--- config.mk ---
export PLATFORM = sky130hd
export DESIGN_NAME = json_member_value_extract
export DESIGN_NICKNAME = d
export VERILOG_FILES = /design/src/hw/rtl/jmve_pkg.sv /design/src/hw/rtl/json_member_value_extract.sv
export SDC_FILE = /design/constraint.sdc
export NUM_CORES = 1
export LEC_CHECK = 0
export ABC_AREA = 1
export BUFFER_PORTS_ARGS = -buffer_cell sky130_fd_sc_hd__buf_2
export CAP_MARGIN = 20
export CELL_PAD_IN_SITES_DETAIL_PLACEMENT = 2
export CELL_PAD_IN_SITES_GLOBAL_PLACEMENT = 2
export CORE_MARGIN = 5
export CORE_UTILIZATION = 39
export CTS_CLUSTER_SIZE = 25
export DETAILED_ROUTE_END_ITERATION = 10
export GPL_TIMING_DRIVEN = 1
export HOLD_SLACK_MARGIN = 0.1
export PLACE_DENSITY_LB_ADDON = 0.2
export SLEW_MARGIN = 0
export SYNTH_ARGS = -nofsm -noshare
export SYNTH_HDL_FRONTEND = slang
export SYNTH_SLANG_ARGS = --single-unit
--- constraint.sdc ---
create_clock -name clock -period 16.2 [get_ports clock]
set_input_delay 0 -clock clock [delete_from_list [all_inputs] [get_ports clock]]
set_output_delay 0 -clock clock [all_outputs]
set_load 0.05 [all_outputs]
--- src/hw/rtl/jmve_pkg.sv ---
// ----------------------------------------------------------------------------
// jmve_pkg
// Shared types, codes and the string decode step of the member value extractor.
// ----------------------------------------------------------------------------
package jmve_pkg;

   localparam int NestDepthDefault   = 16;
   localparam int KeyMaxBytesDefault = 32;
   localparam int CsrAddrWidth       = 6;

   typedef enum logic [2:0] {
      ST_OK        = 3'd0,
      ST_NOTFOUND  = 3'd1,
      ST_MALFORMED = 3'd2,
      ST_WRONGTYPE = 3'd3,
      ST_OVERFLOW  = 3'd4
   } status_type;

   typedef enum logic [2:0] {
      REG_KEY0    = 3'd0,
      REG_KEY1    = 3'd1,
      REG_KEY2    = 3'd2,
      REG_KEY3    = 3'd3,
      REG_KEYLEN  = 3'd4,
      REG_MODE    = 3'd5,
      REG_LIMIT   = 3'd6
   } reg_index_type;

   typedef enum logic [13:0] {
      PH_OPEN       = 14'b00000000000001,
      PH_MEMBER     = 14'b00000000000010,
      PH_KEY        = 14'b00000000000100,
      PH_COLON      = 14'b00000000001000,
      PH_VSTART     = 14'b00000000010000,
      PH_SKIP_STR   = 14'b00000000100000,
      PH_NEST       = 14'b00000001000000,
      PH_NEST_STR   = 14'b00000010000000,
      PH_SCALAR     = 14'b00000100000000,
      PH_AFTER_SKIP = 14'b00001000000000,
      PH_VSTR       = 14'b00010000000000,
      PH_VNUM       = 14'b00100000000000,
      PH_AFTER_VAL  = 14'b01000000000000,
      PH_DONE       = 14'b10000000000000
   } phase_type;

   typedef enum logic [1:0] {
      SD_NONE = 2'd0,
      SD_CHAR = 2'd1,
      SD_END  = 2'd2,
      SD_FAIL = 2'd3
   } sd_kind_type;

   localparam logic [2:0] EscNormal = 3'd0;
   localparam logic [2:0] EscBslash = 3'd1;
   localparam logic [2:0] EscHex0   = 3'd2;
   localparam logic [2:0] EscHexEnd = 3'd5;

   typedef struct packed {
      logic [7:0] text_byte;
      logic       end_of_text;
   } req_type;

   typedef struct packed {
      logic        result_kind;
      logic [7:0]  value_byte;
      logic [2:0]  status;
      logic [63:0] number;
      logic        truncated;
   } rsp_type;

   typedef struct packed {
      sd_kind_type kind;
      logic [7:0]  ch;
      logic [2:0]  esc;
   } sd_type;

   function automatic logic is_ws(input logic [7:0] c);
      return (c == 8'h20) || (c >= 8'h09 && c <= 8'h0D);
   endfunction

   function automatic logic is_digit(input logic [7:0] c);
      return c >= "0" && c <= "9";
   endfunction

   function automatic logic is_hex(input logic [7:0] c);
      return is_digit(c) || (c >= "a" && c <= "f") || (c >= "A" && c <= "F");
   endfunction

   // one byte of string content, opening quote already taken
   function automatic sd_type str_decode(input logic [7:0] c, input logic [2:0] esc);
      sd_type r;
      r.kind = SD_NONE;
      r.ch   = c;
      r.esc  = EscNormal;
      if (esc == EscNormal) begin
         if (c == "\"") r.kind = SD_END;
         else if (c < 8'h20) r.kind = SD_FAIL;
         else if (c == "\\") r.esc = EscBslash;
         else r.kind = SD_CHAR;
      end else if (esc == EscBslash) begin
         case (c) inside
            "\"", "\\", "/": r.kind = SD_CHAR;
            "b": begin r.kind = SD_CHAR; r.ch = 8'h08; end
            "f": begin r.kind = SD_CHAR; r.ch = 8'h0C; end
            "n": begin r.kind = SD_CHAR; r.ch = 8'h0A; end
            "r": begin r.kind = SD_CHAR; r.ch = 8'h0D; end
            "t": begin r.kind = SD_CHAR; r.ch = 8'h09; end
            "u": r.esc = EscHex0;
            default: r.kind = SD_FAIL;
         endcase
      end else begin
         if (!is_hex(c)) r.kind = SD_FAIL;
         else if (esc == EscHexEnd) begin
            r.kind = SD_CHAR;
            r.ch   = "?";
         end else r.esc = esc + 3'd1;
      end
      return r;
   endfunction

endpackage

--- src/hw/rtl/json_member_value_extract.sv ---
// ----------------------------------------------------------------------------
// json_member_value_extract
// Scans a JSON object byte by byte and extracts the value of one member.
// ----------------------------------------------------------------------------
// The req channel carries one document byte per beat; a beat with
// end_of_text set closes the document and rearms the scanner. Each accepted
// byte is handled in the cycle it is taken: phase, escape, nesting stack and
// decimal accumulator all update in one pass, so a byte can be accepted on
// every clock. A byte produces at most one rsp beat: a decoded string value
// byte (result_kind 0) or the single verdict of the document (result_kind 1).
// Results appear on the rsp port the cycle after the byte is accepted and sit
// in one output register; req_stall rises only while that register is full
// and the receiver stalls it; with no rsp_stall the rate is one byte per cycle.
// Value bytes are provisional; a later failure verdict overrides them.
// The key, key length, mode and output limit live in csr registers; the user
// writes them over the APB-style port only while no document is in flight;
// the block does not enforce it. Reset returns the scanner to waiting for
// the opening brace, empties the output register and resets the csr registers.
// ----------------------------------------------------------------------------
module json_member_value_extract #(
   parameter int NEST_DEPTH    = jmve_pkg::NestDepthDefault,
   parameter int KEY_MAX_BYTES = jmve_pkg::KeyMaxBytesDefault
) (
   input  logic                            clock,
   input  logic                            reset,
   input  logic                            req_valid,
   output logic                            req_stall,
   input  jmve_pkg::req_type               req_payload,
   output logic                            rsp_valid,
   input  logic                            rsp_stall,
   output jmve_pkg::rsp_type               rsp_payload,
   input  logic                            csr_psel,
   input  logic                            csr_penable,
   input  logic                            csr_pwrite,
   input  logic [jmve_pkg::CsrAddrWidth-1:0] csr_paddr,
   input  logic [63:0]                     csr_pwdata,
   output logic [63:0]                     csr_prdata,
   output logic                            csr_pready
);

   localparam int DW = $clog2(NEST_DEPTH + 1);
   localparam int IW = $clog2(NEST_DEPTH);

   // csr registers
   logic [63:0] key_ff [4];
   logic [5:0]  key_len_ff;
   logic        mode_ff;
   logic [8:0]  limit_ff;

   jmve_pkg::reg_index_type csr_idx;
   logic csr_wr;

   assign csr_pready = 1'b1;
   assign csr_idx    = jmve_pkg::reg_index_type'(csr_paddr[5:3]);
   assign csr_wr     = csr_psel && csr_penable && csr_pwrite && csr_pready;

   always_ff @(posedge clock) begin
      if (reset) begin
         for (int i = 0; i < 4; i++) key_ff[i] <= '0;
         key_len_ff <= 6'd1;
         mode_ff    <= 1'b0;
         limit_ff   <= 9'd64;
      end else if (csr_wr) begin
         unique case (csr_idx)
            jmve_pkg::REG_KEY0:   key_ff[0]  <= csr_pwdata;
            jmve_pkg::REG_KEY1:   key_ff[1]  <= csr_pwdata;
            jmve_pkg::REG_KEY2:   key_ff[2]  <= csr_pwdata;
            jmve_pkg::REG_KEY3:   key_ff[3]  <= csr_pwdata;
            jmve_pkg::REG_KEYLEN: key_len_ff <= csr_pwdata[5:0];
            jmve_pkg::REG_MODE:   mode_ff    <= csr_pwdata[0];
            jmve_pkg::REG_LIMIT:  limit_ff   <= csr_pwdata[8:0];
            default: ;
         endcase
      end
   end

   always_comb begin
      unique case (csr_idx)
         jmve_pkg::REG_KEY0:   csr_prdata = key_ff[0];
         jmve_pkg::REG_KEY1:   csr_prdata = key_ff[1];
         jmve_pkg::REG_KEY2:   csr_prdata = key_ff[2];
         jmve_pkg::REG_KEY3:   csr_prdata = key_ff[3];
         jmve_pkg::REG_KEYLEN: csr_prdata = {58'd0, key_len_ff};
         jmve_pkg::REG_MODE:   csr_prdata = {63'd0, mode_ff};
         jmve_pkg::REG_LIMIT:  csr_prdata = {55'd0, limit_ff};
         default:              csr_prdata = '0;
      endcase
   end

   // scanner state
   jmve_pkg::phase_type phase_ff, phase_in;
   logic [DW-1:0] depth_ff, depth_in;
   logic          stack_ff [NEST_DEPTH];
   logic [2:0]    esc_ff, esc_in;
   logic [6:0]    cnt_ff, cnt_in;
   logic          mis_ff, mis_in;
   logic [63:0]   acc_ff, acc_in;
   logic [7:0]    emit_cnt_ff, emit_cnt_in;
   logic          trunc_ff, trunc_in;
   logic          done_ff, done_in;

   jmve_pkg::rsp_type rsp_ff, rsp_in;
   logic              rsp_valid_ff, rsp_valid_in;

   logic accept;
   assign req_stall = rsp_valid_ff && rsp_stall;
   assign accept    = req_valid && !req_stall;

   logic [7:0]      c;
   logic            ws, dig, open_br, is_obj;
   jmve_pkg::sd_type sd;
   logic [255:0]    key_bits;
   logic [7:0]      key_b;
   logic [DW-1:0]   depth_m1;
   logic            top;
   logic [8:0]      lim;
   logic [67:0]     acc_x10;
   logic            push, push0;
   logic            emit, do_verdict;
   jmve_pkg::status_type vstat;

   assign c        = req_payload.text_byte;
   assign ws       = jmve_pkg::is_ws(c);
   assign dig      = jmve_pkg::is_digit(c);
   assign open_br  = (c == "{") || (c == "[");
   assign is_obj   = (c == "{") || (c == "}");
   assign sd       = jmve_pkg::str_decode(c, esc_ff);
   assign key_bits = {key_ff[3], key_ff[2], key_ff[1], key_ff[0]};
   assign key_b    = key_bits[cnt_ff[4:0]*8 +: 8];
   assign depth_m1 = depth_ff - DW'(1);
   assign top      = stack_ff[depth_m1[IW-1:0]];
   assign lim      = (limit_ff == 9'd0) ? 9'd1 : (limit_ff > 9'd256 ? 9'd256 : limit_ff);
   // acc*10 + digit, overflow shows in the top bits
   assign acc_x10  = {1'b0, acc_ff, 3'b0} + {3'b0, acc_ff, 1'b0} + {64'd0, c[3:0] - 4'd0};

   always_comb begin
      phase_in    = phase_ff;
      depth_in    = depth_ff;
      esc_in      = esc_ff;
      cnt_in      = cnt_ff;
      mis_in      = mis_ff;
      acc_in      = acc_ff;
      emit_cnt_in = emit_cnt_ff;
      trunc_in    = trunc_ff;
      done_in     = done_ff;
      push        = 1'b0;
      push0       = 1'b0;
      emit        = 1'b0;
      do_verdict  = 1'b0;
      vstat       = jmve_pkg::ST_OK;
      rsp_in      = '0;

      if (req_payload.end_of_text) begin
         if (!done_ff) begin
            do_verdict = 1'b1;
            vstat      = jmve_pkg::ST_MALFORMED;
         end
      end else begin
         unique case (phase_ff) inside
            jmve_pkg::PH_OPEN: begin
               if (!ws) begin
                  if (c == "{") phase_in = jmve_pkg::PH_MEMBER;
                  else begin do_verdict = 1'b1; vstat = jmve_pkg::ST_MALFORMED; end
               end
            end
            jmve_pkg::PH_MEMBER: begin
               if (!ws) begin
                  if (c == "}") begin
                     do_verdict = 1'b1; vstat = jmve_pkg::ST_NOTFOUND;
                  end else if (c != "\"") begin
                     do_verdict = 1'b1; vstat = jmve_pkg::ST_MALFORMED;
                  end else begin
                     cnt_in   = '0;
                     mis_in   = 1'b0;
                     esc_in   = jmve_pkg::EscNormal;
                     phase_in = jmve_pkg::PH_KEY;
                  end
               end
            end
            jmve_pkg::PH_KEY: begin
               esc_in = sd.esc;
               case (sd.kind)
                  jmve_pkg::SD_FAIL: begin
                     do_verdict = 1'b1; vstat = jmve_pkg::ST_MALFORMED;
                  end
                  jmve_pkg::SD_CHAR: begin
                     if (cnt_ff >= {1'b0, key_len_ff} || cnt_ff >= 7'(KEY_MAX_BYTES)
                         || key_b != sd.ch)
                        mis_in = 1'b1;
                     if (cnt_ff < 7'd127) cnt_in = cnt_ff + 7'd1;
                  end
                  jmve_pkg::SD_END: begin
                     if (cnt_ff != {1'b0, key_len_ff} || key_len_ff == 6'd0
                         || {1'b0, key_len_ff} > 7'(KEY_MAX_BYTES))
                        mis_in = 1'b1;
                     phase_in = jmve_pkg::PH_COLON;
                  end
                  default: ;
               endcase
            end
            jmve_pkg::PH_COLON: begin
               if (!ws) begin
                  if (c == ":") phase_in = jmve_pkg::PH_VSTART;
                  else begin do_verdict = 1'b1; vstat = jmve_pkg::ST_MALFORMED; end
               end
            end
            jmve_pkg::PH_VSTART: begin
               if (!ws) begin
                  if (!mis_ff) begin
                     if (!mode_ff) begin
                        if (c != "\"") begin
                           do_verdict = 1'b1; vstat = jmve_pkg::ST_WRONGTYPE;
                        end else begin
                           esc_in   = jmve_pkg::EscNormal;
                           phase_in = jmve_pkg::PH_VSTR;
                        end
                     end else begin
                        if (!dig) begin
                           do_verdict = 1'b1; vstat = jmve_pkg::ST_WRONGTYPE;
                        end else begin
                           acc_in   = {60'd0, c[3:0]};
                           phase_in = jmve_pkg::PH_VNUM;
                        end
                     end
                  end else if (c == "\"") begin
                     esc_in   = jmve_pkg::EscNormal;
                     phase_in = jmve_pkg::PH_SKIP_STR;
                  end else if (open_br) begin
                     push0    = 1'b1;
                     depth_in = DW'(1);
                     phase_in = jmve_pkg::PH_NEST;
                  end else if (c == "," || c == "}") begin
                     do_verdict = 1'b1; vstat = jmve_pkg::ST_MALFORMED;
                  end else phase_in = jmve_pkg::PH_SCALAR;
               end
            end
            jmve_pkg::PH_SKIP_STR, jmve_pkg::PH_NEST_STR: begin
               esc_in = sd.esc;
               if (sd.kind == jmve_pkg::SD_FAIL) begin
                  do_verdict = 1'b1; vstat = jmve_pkg::ST_MALFORMED;
               end else if (sd.kind == jmve_pkg::SD_END) begin
                  phase_in = (phase_ff == jmve_pkg::PH_SKIP_STR) ?
                             jmve_pkg::PH_AFTER_SKIP : jmve_pkg::PH_NEST;
               end
            end
            jmve_pkg::PH_NEST: begin
               if (c == "\"") begin
                  esc_in   = jmve_pkg::EscNormal;
                  phase_in = jmve_pkg::PH_NEST_STR;
               end else if (open_br) begin
                  if (depth_ff >= DW'(NEST_DEPTH)) begin
                     do_verdict = 1'b1; vstat = jmve_pkg::ST_MALFORMED;
                  end else begin
                     push     = 1'b1;
                     depth_in = depth_ff + DW'(1);
                  end
               end else if (c == "}" || c == "]") begin
                  if (depth_ff == '0 || top != is_obj) begin
                     do_verdict = 1'b1; vstat = jmve_pkg::ST_MALFORMED;
                  end else begin
                     depth_in = depth_m1;
                     if (depth_m1 == '0) phase_in = jmve_pkg::PH_AFTER_SKIP;
                  end
               end
            end
            jmve_pkg::PH_SCALAR: begin
               if (c == ",") phase_in = jmve_pkg::PH_MEMBER;
               else if (c == "}") begin
                  do_verdict = 1'b1; vstat = jmve_pkg::ST_NOTFOUND;
               end
            end
            jmve_pkg::PH_AFTER_SKIP: begin
               if (!ws) begin
                  if (c == ",") phase_in = jmve_pkg::PH_MEMBER;
                  else begin
                     do_verdict = 1'b1;
                     vstat = (c == "}") ? jmve_pkg::ST_NOTFOUND : jmve_pkg::ST_MALFORMED;
                  end
               end
            end
            jmve_pkg::PH_VSTR: begin
               esc_in = sd.esc;
               if (sd.kind == jmve_pkg::SD_FAIL) begin
                  do_verdict = 1'b1; vstat = jmve_pkg::ST_MALFORMED;
               end else if (sd.kind == jmve_pkg::SD_END) begin
                  phase_in = jmve_pkg::PH_AFTER_VAL;
               end else if (sd.kind == jmve_pkg::SD_CHAR) begin
                  if ({1'b0, emit_cnt_ff} + 9'd1 < lim) begin
                     emit_cnt_in        = emit_cnt_ff + 8'd1;
                     emit               = 1'b1;
                     rsp_in.value_byte  = sd.ch;
                  end else trunc_in = 1'b1;
               end
            end
            jmve_pkg::PH_VNUM: begin
               if (dig) begin
                  if (acc_x10[67:64] != 4'd0) begin
                     do_verdict = 1'b1; vstat = jmve_pkg::ST_OVERFLOW;
                  end else acc_in = acc_x10[63:0];
               end else if (ws) phase_in = jmve_pkg::PH_AFTER_VAL;
               else begin
                  do_verdict = 1'b1;
                  vstat = (c == "," || c == "}") ? jmve_pkg::ST_OK : jmve_pkg::ST_MALFORMED;
               end
            end
            jmve_pkg::PH_AFTER_VAL: begin
               if (!ws) begin
                  do_verdict = 1'b1;
                  vstat = (c == "," || c == "}") ? jmve_pkg::ST_OK : jmve_pkg::ST_MALFORMED;
               end
            end
            jmve_pkg::PH_DONE: ;
            default: ;
         endcase
      end

      if (do_verdict) begin
         emit               = 1'b1;
         rsp_in.result_kind = 1'b1;
         rsp_in.status      = vstat;
         rsp_in.number      = (vstat == jmve_pkg::ST_OK && mode_ff) ? acc_ff : 64'd0;
         rsp_in.truncated   = trunc_ff;
         done_in            = 1'b1;
         phase_in           = jmve_pkg::PH_DONE;
      end

      // end of text rearms the document
      if (req_payload.end_of_text) begin
         phase_in    = jmve_pkg::PH_OPEN;
         depth_in    = '0;
         esc_in      = jmve_pkg::EscNormal;
         cnt_in      = '0;
         mis_in      = 1'b0;
         acc_in      = '0;
         emit_cnt_in = '0;
         trunc_in    = 1'b0;
         done_in     = 1'b0;
      end
   end

   always_comb begin
      rsp_valid_in = rsp_valid_ff && rsp_stall;
      if (accept && emit) rsp_valid_in = 1'b1;
   end

   always_ff @(posedge clock) begin
      if (reset) begin
         phase_ff     <= jmve_pkg::PH_OPEN;
         depth_ff     <= '0;
         esc_ff       <= jmve_pkg::EscNormal;
         cnt_ff       <= '0;
         mis_ff       <= 1'b0;
         acc_ff       <= '0;
         emit_cnt_ff  <= '0;
         trunc_ff     <= 1'b0;
         done_ff      <= 1'b0;
         rsp_valid_ff <= 1'b0;
      end else begin
         rsp_valid_ff <= rsp_valid_in;
         if (accept) begin
            phase_ff    <= phase_in;
            depth_ff    <= depth_in;
            esc_ff      <= esc_in;
            cnt_ff      <= cnt_in;
            mis_ff      <= mis_in;
            acc_ff      <= acc_in;
            emit_cnt_ff <= emit_cnt_in;
            trunc_ff    <= trunc_in;
            done_ff     <= done_in;
         end
      end
   end

   // nesting stack, 1 marks a brace
   always_ff @(posedge clock) begin
      if (accept && !req_payload.end_of_text) begin
         if (push0) stack_ff[0] <= (c == "{");
         else if (push) stack_ff[depth_ff[IW-1:0]] <= (c == "{");
      end
   end

   always_ff @(posedge clock) begin
      if (accept && emit) rsp_ff <= rsp_in;
   end

   assign rsp_valid   = rsp_valid_ff;
   assign rsp_payload = rsp_ff;

`ifndef SYNTHESIS
   a_depth_bound: assert property (@(posedge clock) disable iff (reset)
      depth_ff <= DW'(NEST_DEPTH))
      else $error("nesting depth beyond stack size");

   a_done_phase: assert property (@(posedge clock) disable iff (reset)
      done_ff == (phase_ff == jmve_pkg::PH_DONE))
      else $error("verdict flag and phase disagree");

   a_eot_rearm: assert property (@(posedge clock) disable iff (reset)
      accept && req_payload.end_of_text |=> phase_ff == jmve_pkg::PH_OPEN && !done_ff)
      else $error("end of text did not rearm the scanner");

   a_verdict_once: assert property (@(posedge clock) disable iff (reset)
      accept && done_ff && !req_payload.end_of_text |=> !rsp_valid || $past(rsp_valid))
      else $error("result after the verdict");
`endif

endmodule
==> metrics.yaml <==
pwr-share-clk_pct: 39.7
synthFlopType: "edfxtp_1"
status: "finished, final reports clean"
drc: 0
wl_um: 126000
cp-end-kind: "flip-flop"
async_flop_share_pct: 0
vias: 28613
synth.top_cells.by_area: "edfxtp_1, nand2_1, dfxtp_1, nor2_1, ha_1"
via_per_inst: 5.71
required_ns: 16.65
post_cts_resized: 0
maxSlewViolCount: 0
synth_cell_types: 62
sw_frac_of_total_pct: 31.7
stdcell_count: 5014
area_growth_pct: 16.1
grt_pass1_vias: 31570
p_sw_w: 0.00102
netlist_top_cells_count: "nand2_1, nor2_1, inv_1, edfxtp_1, a21oi_1"
synth_top_area_share_pct: 36.4
clock_tree.buffer_depth: 3
drive_gt1_share_pct: 9.89
netlist_area_sq_um: 28800
seqPwrFrac_pct: 43.5
avgSynthCellArea_sq_um: 7.64
r2r_slack_ns: 10.41
yosysMostFrequentCell: "nand2_1"
portBuffers: 225
setup_ws_ns: 10.41
syn_nets: 4001
drt_first_pass_iters: 5
htreeDepth: 2
ios: 230
start_util_pct: 39.4
finalSetupViolations: 0
ir_worst_vdd_mv: 0.0881
place_worst_setup_slack_ns: 10.58
clock_sinks: 470
yosysSeqAreaShare_pct: 44.9
clk_latency_ns: 0.67
clkTransAtPathRegs_ns: 0.06
rsz0062_at_grt: "false"
synth_edf_count: 349
grt_max_degree: 78
cts_hold_buf: 81
drt-wirelength-per-cell_um: 25.2
fmaxAchievable_mhz: 173
min_path_type: "input pin to flip-flop"
power_density_nw_per_um2: 96.5
die_area_sq_um: 79300
p_comb_share_pct: 16.9
cts_tree: "built"
grt_first_pass_wirelength_um: 191000
crit_arrival_ns: 6.23
drtIter0Drc: 1956
fin_nets: 4248
grt.overflow.total: 0
cap_violations: 0
root_buffer: "clkbuf_16"
skew_ns: 0.0685
cellInternalPower_w: 0.00220
antenna_found_initial: 7
cp_max_fo: 62
dp_cells: 4831
die_h_um: 282
ys.warnings.count: 0
tightest_slew_ns: 1.21
period_share_pct: 35.7
netlist_instances: 3763
hpwl_um: 84600
ys_seq_elements: 470
p_leak_nw: 14.8
relSlewSlack_pct: 19.4
antenna_left: 0
critPathLaunchType: "flip-flop"
die_w_um: 282
rows: 99
yosysTopAreaCell: "edfxtp_1"
cts_post_setup_buffers_inserted: 0
gp_congestion: 0.904
final.setup.tns_ns: 0
hold_viol: 0
period_minus_slack_ns: 5.79
core_sq_um: 73100
grt_usage_pct: 31.0
cts_inserted_buffers: 55
critPathKind: "flip-flop to flip-flop"
-- through the flow --
stage / hold WS (ns) / power [W] / instance area [sq um] / utilization [%]
final: 0.115 / 0.00322 / 33400 / 45.7
after global routing: 0.156 / 0.00332 / 33400 / 45.7
after CTS: 0.110 / 0.00322 / 33400 / 45.7
after detailed placement: 0.252 / 0.00194 / 30800 / 42.2
after global placement: 0.239 / 0.00192 / 30800 / 42.2
after floorplan: 0.126 / 0.00175 / 28800 / -
-- cell type report --
cell class	count	area (sq um)
Antenna cell	2	5.00
Clock buffer	76	1510
Clock inverter	24	277
Fill cell	8428	39700
Inverter	446	1680
Multi-Input combinational cell	2704	13700
Sequential cell	470	12900
Tap cell	959	1200
Timing Repair Buffer	333	2140
-- cell families after synthesis --
| logic type | share of synthesized area [%] |
|---|---|
| XOR/XNOR | 2.07 |
| flip-flops | 44.9 |
| adder cells (fa/ha/maj) | 6.66 |
| other | 0.0130 |
| AND/OR/NAND/NOR | 27.7 |
| AO/OA/AOI/OAI | 10.8 |
| buffers and inverters | 7.88 |
-- final timing paths --
kind	startpoint	cells past startpoint	end
worst max register to register	acc_ff[2]	25	acc_ff[33]
worst min-delay path	req_payload[3]	5	acc_ff[2]
worst min register to register	emit_cnt_ff[7]	2	emit_cnt_ff[7]
worst max-delay path	acc_ff[2]	25	acc_ff[33]
-- per-layer routing --
layer,track usage [%],wire length [um]
met1,39.0,52600
met2,53.5,60400
met3,4.62,7480
met4,13.2,5930
met5,0,28
-- state kept, by name, indices dropped and copies added, names as in the netlist --
register     count
stack_ff        16
rsp_payload     77
acc_ff          64
key_ff         256
rsp_valid        1
key_len_ff       6
depth_ff         5
emit_cnt_ff      8
esc_ff           3
phase_ff        14
done_ff          1
limit_ff         9
mis_ff           1
mode_ff          1
cnt_ff           7
trunc_ff         1
-- worst max-delay path, cell delays in order (launching register included) --
cell and delay [ns]:
dfxtp_1 0.37, inv_1 0.09, fa_1 0.49, inv_1 0.08
fa_1 0.45, nand2_1 0.10, nand2_1 0.11, nand3_1 0.11
nand2_1 0.15, nand2_1 0.10, nand2_1 0.21, nand2_1 0.15
nand2_2 0.15, nand2_1 0.13, nand3_1 0.08, nand2_1 0.08
nor2_1 0.05, nand2_1 0.18, nand2_1 0.11, nand2_2 0.07
buf_4 0.65, inv_2 0.26, nand2_2 0.22, clkinv_2 0.71
nand2_1 0.34, a21oi_1 0.13
-- power by group through the flow --
stage,combinational (W),clock [W],sequential (W)
3_5_place_dp,0.000515,0,0.00142
6_report,0.000544,0.00128,0.00140
3_3_place_gp,0.000500,0,0.00142
5_1_grt,0.000578,0.00134,0.00141
4_1_cts,0.000537,0.00129,0.00140
2_1_floorplan,0.000293,0,0.00146
-- cells in the final DEF (no fill, tap or decap), types with 16 or more instances in the layout --
cell type      instances
dlygate4sd3_1         81
inv_1                418
a31oi_1               19
o22ai_1               16
inv_2                 21
dfxtp_1              120
buf_2                224
nand4_1               60
xnor2_1               27
xor2_1                41
nor3_1                49
a21oi_1              279
clkbuf_1              17
nand2_1              951
edfxtp_1             349
nand3_1              226
o21ai_0              145
buf_4                 28
clkbuf_16             56
ha_1                 150
nor2_1               572
(Power assumes the default switching activity.)
